$ cat config.mk
export PLATFORM = sky130hd
export DESIGN_NAME = api_frame_byte_parser
export DESIGN_NICKNAME = d
export VERILOG_FILES = /design/src/rtl/afbp_pkg.sv /design/src/rtl/afbp_core.sv /design/src/rtl/api_frame_byte_parser.sv
export VERILOG_INCLUDE_DIRS = /design/src /design/src/rtl
export SDC_FILE = /design/constraint.sdc
export NUM_CORES = 1
export LEC_CHECK = 0
export ABC_AREA = 1
export CAP_MARGIN = 5
export CORE_AREA = 2 2 110 112
export DETAILED_ROUTE_END_ITERATION = 10
export DIE_AREA = 0 0 112 114
export DONT_BUFFER_PORTS = 1
export PLACE_DENSITY = 0.57
export SYNTH_ARGS = -nofsm -noshare
export SYNTH_HDL_FRONTEND = slang
export SYNTH_SLANG_ARGS = --single-unit
$ cat constraint.sdc
create_clock -name aclk -period 5.3 [get_ports aclk]
set_clock_uncertainty 0.1 [all_clocks]
set_input_delay 0.53 -clock aclk [delete_from_list [all_inputs] [get_ports aclk]]
set_output_delay 0.53 -clock aclk [all_outputs]
set_load 0.01 [all_outputs]
$ cat src/rtl/api_frame_byte_parser_defines.svh
// Assertion macros shared by the frame parser RTL.
// Depends on nothing; included by the files that carry assertions.
`ifndef API_FRAME_BYTE_PARSER_DEFINES_SVH
`define API_FRAME_BYTE_PARSER_DEFINES_SVH
`ifndef SYNTHESIS
`define AFBP_ASSERT_IMPLY(lbl, clk, rstn, ante, cons, msg) \
    lbl: assert property (@(posedge clk) disable iff (!(rstn)) (ante) |-> (cons)) \
        else $error(msg);
`define AFBP_ASSERT_NEXT(lbl, clk, rstn, ante, cons, msg) \
    lbl: assert property (@(posedge clk) disable iff (!(rstn)) (ante) |=> (cons)) \
        else $error(msg);
`else
`define AFBP_ASSERT_IMPLY(lbl, clk, rstn, ante, cons, msg)
`define AFBP_ASSERT_NEXT(lbl, clk, rstn, ante, cons, msg)
`endif
`endif

$ cat src/rtl/afbp_pkg.sv
// Shared types and constants of the API frame byte parser.
// Depends on nothing; used by afbp_core and api_frame_byte_parser.
package afbp_pkg;

    localparam int MAX_DATA_DEFAULT = 256;

    localparam logic [7:0]  START_BYTE = 8'h7E;
    localparam logic [15:0] MIN_LENGTH = 16'd2;
    localparam logic [7:0]  GOOD_SUM   = 8'hFF;

    typedef enum logic [1:0] {
        ST_IDLE    = 2'd0,
        ST_PARSING = 2'd1,
        ST_GOOD    = 2'd2,
        ST_FAIL    = 2'd3
    } status_t;

    typedef enum logic [1:0] {
        KIND_NONE = 2'd0,
        KIND_TYPE = 2'd1,
        KIND_DATA = 2'd2
    } kind_t;

    typedef struct packed {
        status_t     status;
        kind_t       kind;
        logic [7:0]  payload;
        logic [7:0]  data_index;
        logic        last_data;
        logic [15:0] frame_length;
    } result_t;

endpackage

$ cat src/rtl/afbp_core.sv
// Frame layout state machine and running checksum of the API frame parser.
// Depends on afbp_pkg and api_frame_byte_parser_defines.svh.
`include "api_frame_byte_parser_defines.svh"
module afbp_core #(
    parameter int MAX_DATA = afbp_pkg::MAX_DATA_DEFAULT
) (
    input  logic              aclk,
    input  logic              aresetn,
    input  logic              step,
    input  logic [7:0]        rx_byte,
    output afbp_pkg::result_t res
);
    import afbp_pkg::*;

    localparam int CNT_W = $clog2(MAX_DATA + 1);
    localparam logic [16:0] MAX_LENGTH = 17'(MAX_DATA + 1);

    typedef enum logic [2:0] {
        PH_HUNT   = 3'd0,
        PH_LEN_HI = 3'd1,
        PH_LEN_LO = 3'd2,
        PH_TYPE   = 3'd3,
        PH_DATA   = 3'd4,
        PH_CHECK  = 3'd5
    } phase_t;

    phase_t             phase_reg, phase_next;
    logic [15:0]        length_reg, length_next;
    logic [CNT_W-1:0]   count_reg, count_next;
    logic [7:0]         sum_reg, sum_next;

    logic [15:0]        length_new;
    logic [CNT_W-1:0]   count_inc;
    logic [15:0]        count_ext;
    logic [7:0]         sum_add;

    assign length_new = {length_reg[15:8], rx_byte};
    assign count_inc  = count_reg + CNT_W'(1);
    assign count_ext  = 16'(count_reg);
    assign sum_add    = sum_reg + rx_byte;

    always_comb begin
        phase_next  = phase_reg;
        length_next = length_reg;
        count_next  = count_reg;
        sum_next    = sum_reg;
        res         = '{status: ST_PARSING, kind: KIND_NONE, payload: 8'd0,
                        data_index: 8'd0, last_data: 1'b0, frame_length: 16'd0};
        case (phase_reg)
            PH_HUNT: begin
                if (rx_byte == START_BYTE) begin
                    phase_next = PH_LEN_HI;
                end else begin
                    res.status = ST_IDLE;
                end
            end
            PH_LEN_HI: begin
                length_next = {rx_byte, 8'h00};
                phase_next  = PH_LEN_LO;
            end
            PH_LEN_LO: begin
                length_next      = length_new;
                res.frame_length = length_new;
                // Reject frames with no data byte or more data than the limit.
                if (length_new < MIN_LENGTH || {1'b0, length_new} > MAX_LENGTH) begin
                    phase_next = PH_HUNT;
                    res.status = ST_FAIL;
                end else begin
                    phase_next = PH_TYPE;
                end
            end
            PH_TYPE: begin
                sum_next         = rx_byte;
                res.kind         = KIND_TYPE;
                res.payload      = rx_byte;
                res.frame_length = length_reg;
                phase_next       = PH_DATA;
            end
            PH_DATA: begin
                sum_next         = sum_add;
                res.kind         = KIND_DATA;
                res.payload      = rx_byte;
                res.data_index   = count_ext[7:0];
                res.frame_length = length_reg;
                if (16'(count_inc) >= (length_reg - 16'd1)) begin
                    res.last_data = 1'b1;
                    count_next    = '0;
                    phase_next    = PH_CHECK;
                end else begin
                    count_next = count_inc;
                end
            end
            PH_CHECK: begin
                res.frame_length = length_reg;
                phase_next       = PH_HUNT;
                res.status       = (sum_add == GOOD_SUM) ? ST_GOOD : ST_FAIL;
            end
            default: begin
                phase_next = PH_HUNT;
                res.status = ST_IDLE;
            end
        endcase
    end

    always_ff @(posedge aclk) begin
        if (!aresetn) begin
            phase_reg  <= PH_HUNT;
            length_reg <= 16'd0;
            count_reg  <= '0;
            sum_reg    <= 8'd0;
        end else if (step) begin
            phase_reg  <= phase_next;
            length_reg <= length_next;
            count_reg  <= count_next;
            sum_reg    <= sum_next;
        end
    end

    `AFBP_ASSERT_NEXT(a_type_then_data, aclk, aresetn, step && phase_reg == PH_TYPE,
        phase_reg == PH_DATA, "type byte not followed by data phase")
    `AFBP_ASSERT_IMPLY(a_count_idle, aclk, aresetn, phase_reg != PH_DATA,
        count_reg == '0, "data counter not cleared outside the data phase")
    `AFBP_ASSERT_NEXT(a_good_then_hunt, aclk, aresetn, step && res.status == ST_GOOD,
        phase_reg == PH_HUNT, "parser did not return to hunting after a good frame")

endmodule

$ cat src/rtl/api_frame_byte_parser.sv
// API frame byte parser: one received byte in, one parse result out per transaction.
// The input transaction is accepted on the slave channel when s_tvalid and s_tready
// are both high; the byte sits in an input register and then goes through the frame
// state machine in afbp_core, whose result lands in the output register.
// The result reaches the output register, which drives m_tvalid, after its byte has
// passed the input register and afbp_core; the receiver takes it while m_tready is high.
// Throughput is one byte per cycle while the receiver keeps m_tready high; the limit
// is the single state update of afbp_core per cycle.
// The input and output registers are separate stages, so a new byte is taken into
// the input register while a finished result still waits on the master channel.
// When the receiver stalls, the result holds and at most one more byte is absorbed;
// then s_tready drops until the receiver takes the result.
// Reset (aresetn low at a clock edge) empties both stages and returns the parser
// to hunting for the start delimiter with a cleared length, counter and checksum.
// Depends on afbp_pkg, afbp_core and api_frame_byte_parser_defines.svh.
`include "api_frame_byte_parser_defines.svh"
module api_frame_byte_parser #(
    parameter int MAX_DATA = afbp_pkg::MAX_DATA_DEFAULT
) (
    input  logic        aclk,
    input  logic        aresetn,
    // Slave channel: tdata = rx_byte[7:0].
    input  logic        s_tvalid,
    output logic        s_tready,
    input  logic [7:0]  s_tdata,
    // Master channel: tdata = status[1:0], payload_byte[9:2], data_index[17:10],
    // frame_length[33:18], zeros[39:34].
    output logic        m_tvalid,
    input  logic        m_tready,
    output logic [39:0] m_tdata,
    // tuser = byte_kind[1:0].
    output logic [1:0]  m_tuser,
    // tlast = last_data.
    output logic        m_tlast
);
    import afbp_pkg::*;

    logic        in_valid_reg, in_valid_next;
    logic [7:0]  in_byte_reg;
    logic        out_valid_reg, out_valid_next;
    result_t     out_reg;
    result_t     core_res;
    logic        s_fire;
    logic        core_fire;

    // The core takes the registered byte when the output stage is free or draining.
    assign core_fire = in_valid_reg && (!out_valid_reg || m_tready);
    assign s_tready  = !in_valid_reg || core_fire;
    assign s_fire    = s_tvalid && s_tready;

    assign in_valid_next  = s_fire ? 1'b1 : (core_fire ? 1'b0 : in_valid_reg);
    assign out_valid_next = core_fire ? 1'b1 : (m_tready ? 1'b0 : out_valid_reg);

    afbp_core #(
        .MAX_DATA (MAX_DATA)
    ) u_core (
        .aclk    (aclk),
        .aresetn (aresetn),
        .step    (core_fire),
        .rx_byte (in_byte_reg),
        .res     (core_res)
    );

    always_ff @(posedge aclk) begin
        if (!aresetn) begin
            in_valid_reg  <= 1'b0;
            out_valid_reg <= 1'b0;
        end else begin
            in_valid_reg  <= in_valid_next;
            out_valid_reg <= out_valid_next;
        end
    end

    // Payload registers carry no reset.
    always_ff @(posedge aclk) begin
        if (s_fire) begin
            in_byte_reg <= s_tdata;
        end
        if (core_fire) begin
            out_reg <= core_res;
        end
    end

    assign m_tvalid = out_valid_reg;
    assign m_tdata  = {6'd0, out_reg.frame_length, out_reg.data_index, out_reg.payload,
                       out_reg.status};
    assign m_tuser  = out_reg.kind;
    assign m_tlast  = out_reg.last_data;

    `AFBP_ASSERT_IMPLY(a_last_is_data, aclk, aresetn, m_tvalid && m_tlast,
        m_tuser == KIND_DATA, "last marker on a result that is not a data byte")
    `AFBP_ASSERT_NEXT(a_step_gives_result, aclk, aresetn, core_fire,
        m_tvalid, "core step did not produce a result")
    `AFBP_ASSERT_NEXT(a_hold_stalled, aclk, aresetn, m_tvalid && !m_tready,
        m_tvalid, "result dropped while the receiver stalled")

endmodule

== After elaboration in Yosys (flattened, before gate mapping) ==
Index checks and enable logic that the tools add are counted.
Cells by class
  bitwise operators: 1
  equal/unequal tests: 9
  reduce and logical (&&, ||, !) cells: 19
  magnitude comparators: 3
  multiplexer cells: 18
  $add $sub $neg: 3
Operators by type and width (number)
  $pmux 16 s2: 2
  $pmux 10 s2: 1
  $ge 9x16->1: 1
  $gt 16x9->1 const B: 1
  $lt 16x2->1 const B: 1
  $pmux 8 s2: 1
  $sub 16x1->16 const B: 1
  $pmux 3 s5: 1
  $add 9x1->9 const B: 1
  $mux 9: 1
  $add 8x8->8: 1
  $eq 8x7->1 const B: 1
  $eq 8x8->1 const B: 1
  $pmux 2 s4: 1
  $reduce_bool 2->1: 4
  $mux 1: 7
  $eq 3x2->1 const B: 2
  $eq 3x3->1 const B: 2
  $mux 3: 2
  $reduce_and 2->1: 3
  $reduce_and 3->1: 2
  $reduce_or 3->1: 2
  $mux 2: 2
  $ne 2x1->1 const B: 2
  other kinds (6): 10
Word-level totals
  word-level logic and storage cells: 67
  output and inout bits: 45
  input bits: 12
  flip-flop bits (word level): 83

== Longest topological paths before layout ==
  depth after elaboration: 6
  gate-level depth with buffers: 18
  mapped depth without buffers: 18

== By module ==
From an unflattened synthesis, not the netlist that was laid out.
Unflattened totals
  cell total of the unflattened synthesis: 515
  area total of the unflattened synthesis: 4409.2 µm²
By module, submodules not included
  afbp_core: sequential area each 720.7 µm², area each 2914.0 µm², times used 1, cells an instance 450
  api_frame_byte_parser: sequential area each 1391.3 µm², area each 1495.2 µm², times used 1, cells an instance 65

== Least setup slack after synthesis ==
No wires, ideal clock.
  path kind: register to register
  start: register u_core.count_reg[0]
  end: register out_reg, in the netlist m_tlast, data pin
  setup slack: 2925 ps
  required time: 4936 ps
  data arrival time: 2011 ps
  library setup time: 264 ps
  period minus slack after synthesis: 2375 ps
  path buffers: 0
  cell stages (with the launch flop): 14
  cells stage by stage: dfxtp_1 inv_1 nor3_1 nand2_1 nor2_1 nand3_1 xor2_1 inv_1 ha_1 a21oi_1 nand2_1 nand3_4 and2_4 nor2_2
Between the ends
  cells in the longest elaborated chain, start to end: 3
RTL lines
  start: declaration: line afbp_core.sv:29  | logic [CNT_W-1:0] count_reg, count_next;
  start signal: assignment: line afbp_core.sv:114  | count_reg <= count_next;
  $add 9x1->9: line afbp_core.sv:38  | assign count_inc = count_reg + CNT_W'(1);
  $ge 9x16->1: line afbp_core.sv:85  | if (16'(count_inc) >= (length_reg - 16'd1)) begin
  $mux 1: line afbp_core.sv:85
  end signal: assignment: line api_frame_byte_parser.sv:80  | out_reg <= core_res;
  end: declaration: line api_frame_byte_parser.sv:41  | result_t out_reg;
No other way between the ends.
A chain may end at the register's enable or synchronous reset.

== Worst setup path in the final report ==
  start: register u_core.phase_reg[2]
  end: register u_core.count_reg[0]
Between the ends
  cells in the longest elaborated chain, start to end: 2
RTL lines
  start: declaration: line afbp_core.sv:27  | phase_t phase_reg, phase_next;
  start signal: assignment: line afbp_core.sv:112  | phase_reg <= phase_next;
  $eq 3x3->1: line afbp_core.sv:49  | case (phase_reg)
  $reduce_and 2->1 (no source line)
No other way between the ends.

==> out/results.tsv <==
metric	value	unit
outcome	completed	
number of flip-flops in the largest register	34	
Synth top area share	30.54	%
Data required, critical path	5420	ps
initial antenna violation count	0	
RSZ-0062 raised after global routing	no	
Clock transition at path regs	60	ps
global placement routability congestion	0.8845	
max_cap viols	0	
sw power	0.0003007	W
part of the cycle the worst path needs	57.79	%
Seq/Total Area, Yosys	47.74	%
Final Cell Area	0.004850	mm²
Hold Vio Cnt, Final	0	
fin cells	667	
number of synthesized flops with an enable pin	45	
DP Area	0.004538	mm²
row count	40	
vias in the first global route	3315	
Max transition margin	31.37	%
dpl ws	2265	ps
die span in x	112	µm
via/cell ratio	5.087	
filler instances	1162	
post-route ant nets	0	
Total Routed Length	10290	µm
Crit path largest cell delay	700	ps
worst-margin pin slew	1028	ps
Sw Ratio	21.64	%
# H-tree levels	3	
Area Growth Syn to Fin	9.615	%
max layer used	met4	
Num CTS Buffers	9	
setup slack after layout	2237	ps
Synth Flop Type	edfxtp_1	
worst IR drop on VDD	0.1464	mV
Min Clock Period, post-route	3063	ps
reg-to-reg startpoint	u_core.phase_reg[2]	
layout cells sized above 1	10.00	%
pwr dens	286.6	mW/mm²
CP Launch Type	flop	
clock share of power	46.1	%
Seq pwr share	51.3	%
crit path DAT	3190	ps
Initial Utilization	37.78	%
Clock Latency Late Sink	340	ps
Die Span Y	114	µm
Distinct cells, synth	34	
Avg Inst Size Synth	8.574	µm²
asr flop ratio synth	0	%
final setup vio count	0	
min-delay src	s_tdata[2]	
wl on met1	4809	µm
I/O Buffers	0	
CP delay by family, top	simple AND/OR/NAND/NOR gates	
Pins Over Slew Limit	0	
#FFs+latches synth	83	
Post-layout nets	546	
Yosys warning count	0	
WL/cell	15.42	µm
Leak	2.074	nW
Synth Instances	516	
Hold WS	179.2	ps
CTS max path bufs	2	
Post-Route Setup TNS	0	ps
grt total ovfl	0	
hpwl dp	7332	µm
diode count	0	
CTS Sinks	83	
Worst path slowest cell	nor2_1	
Die Area	0.01277	mm²
Setup Fix Bufs, Post-CTS	0	
Critical Path Start	u_core.phase_reg[2]	
Pint	0.001089	W
CP Buf/Inv Count	3	
pin count of the biggest net entering global routing	48	
Inst Count DP	651	
DRT Pass-1 Iters	5	
CTS root buffer	clkbuf_16	
Core ar.	0.01171	mm²
Worst Path Max Fanout	19	
nature of the critical path endpoint	flop	
Comb power frac	2.6	%
I/O pins	57	
global-route wire length before repair	16870	µm
TritonCTS clock tree	done	
synthesized cell area	0.004424	mm²
Iteration-0 DRC Markers	189	
GRT Total Usage	16.96	%
CTS Hold Bufs	0	
met2 routed WL	4756	µm
WS Path Type	reg -> reg	
worst min-delay path category	in -> reg	
Fmax achieved	326.5	MHz
PostCTS Resize Cnt	0	
met3 WL	513	µm
most area-hungry cell type in the Yosys netlist	edfxtp_1	
Vias	3393	
crit-path cells	inv_1 > nor2_1 > inv_2 > nor2_1 > inv_1 > o21ai_0 > a21oi_2	
DRC	0	
synth top area cells	edfxtp_1 (31%), dfxtp_1 (17%), nand2_1 (7.6%), inv_1 (5.5%), a21oi_1 (5.1%)	
## layer usage
layer	global-route usage, %	vias up
met1	21.85	1580
met2	28.04	95
li1	-	1703
met5	0	-
met4	7.642	0
met3	3.082	15
## placed cells by master (no fill, tap or decap)
cell type	n
a211oi_1	10
a21o_1	1
a21oi_1	45
a21oi_2	2
a31oi_1	2
and2_4	1
buf_4	1
clkbuf_1	2
clkbuf_16	11
clkbuf_8	1
clkinvlp_4	2
conb_1	6
dfxtp_1	38
edfxtp_1	45
fa_1	1
ha_1	18
inv_1	64
inv_2	8
nand2_1	90
nand2_2	7
nand2_4	2
nand3_1	30
nand3_4	4
nand4_1	11
nor2_1	54
nor2_2	8
nor2_4	4
nor2_8	1
nor3_1	7
nor4_1	2
o21ai_0	12
o21ai_1	3
o22ai_1	8
xnor2_1	7
xor2_1	12
## final timing paths
| path | slack [ps] | cells after the start | to |
|---|---|---|---|
| min reg2reg | 380 | 2 | u_core.length_reg[1] |
| max | 2240 | 7 | u_core.count_reg[0] |
| min | 180 | 0 | in_byte_reg[2] |
| max reg2reg | 2240 | 7 | u_core.count_reg[0] |
## metrics by stage
| step | power, W | utilization (%) |
|---|---|---|
| after floorplan | 0.0007519 | - |
| after global routing | 0.001434 | 41.41 |
| final | 0.001390 | 41.41 |
| after detailed placement | 0.0007624 | 38.75 |
| after global placement | 0.0007619 | 38.75 |
| after CTS | 0.001400 | 41.41 |
## kinds of logic (layout without fill, tap and decap cells)
logic type / count (synthesis) / count (layout) / share of synthesized area [%]
other cells: 1 / 6 / 0.08476
simple gates: 221 / 221 / 24.12
buf+inv: 90 / 89 / 8.286
flops: 83 / 83 / 47.74
compound gates: 83 / 83 / 10.46
xor+xnor: 19 / 19 / 3.761
fa+ha+maj: 19 / 19 / 5.543
## Yosys cell counts (3+ instances only)
library cell / count
a211oi_1: 10
a21oi_1: 45
buf_2: 5
buf_4: 6
clkbuf_1: 6
dfxtp_1: 38
edfxtp_1: 45
ha_1: 18
inv_1: 65
inv_2: 7
nand2_1: 90
nand2_2: 7
nand3_1: 30
nand3_4: 4
nand4_1: 11
nor2_1: 54
nor2_2: 8
nor2_4: 4
nor3_1: 7
o21ai_0: 12
o21ai_1: 3
o22ai_1: 8
xnor2_1: 7
xor2_1: 12
## area by class of cell
| type | instances | area (µm²) | share of cell area, % |
|---|---|---|---|
| Clock buffer | 14 | 296.5 | 6.115 |
| Timing Repair Buffer | 1 | 7.507 | 0.1548 |
| Sequential cell | 83 | 2112 | 43.55 |
| Multi-Input combinational cell | 348 | 1964 | 40.51 |
| Tap cell | 147 | 183.9 | 3.793 |
| Inverter | 72 | 270.3 | 5.573 |
| Clock inverter | 2 | 15.01 | 0.3096 |
## power by group through the flow
stage	Sequential [W]	Clock [W]	Combinational [W]
2_1_floorplan	0.000720	0	0.0000319
3_3_place_gp	0.000727	0	0.0000349
3_5_place_dp	0.000727	0	0.0000356
4_1_cts	0.000713	0.000651	0.0000358
5_1_grt	0.000714	0.000680	0.0000401
6_report	0.000713	0.000641	0.0000358
(Power assumes the default switching activity.)
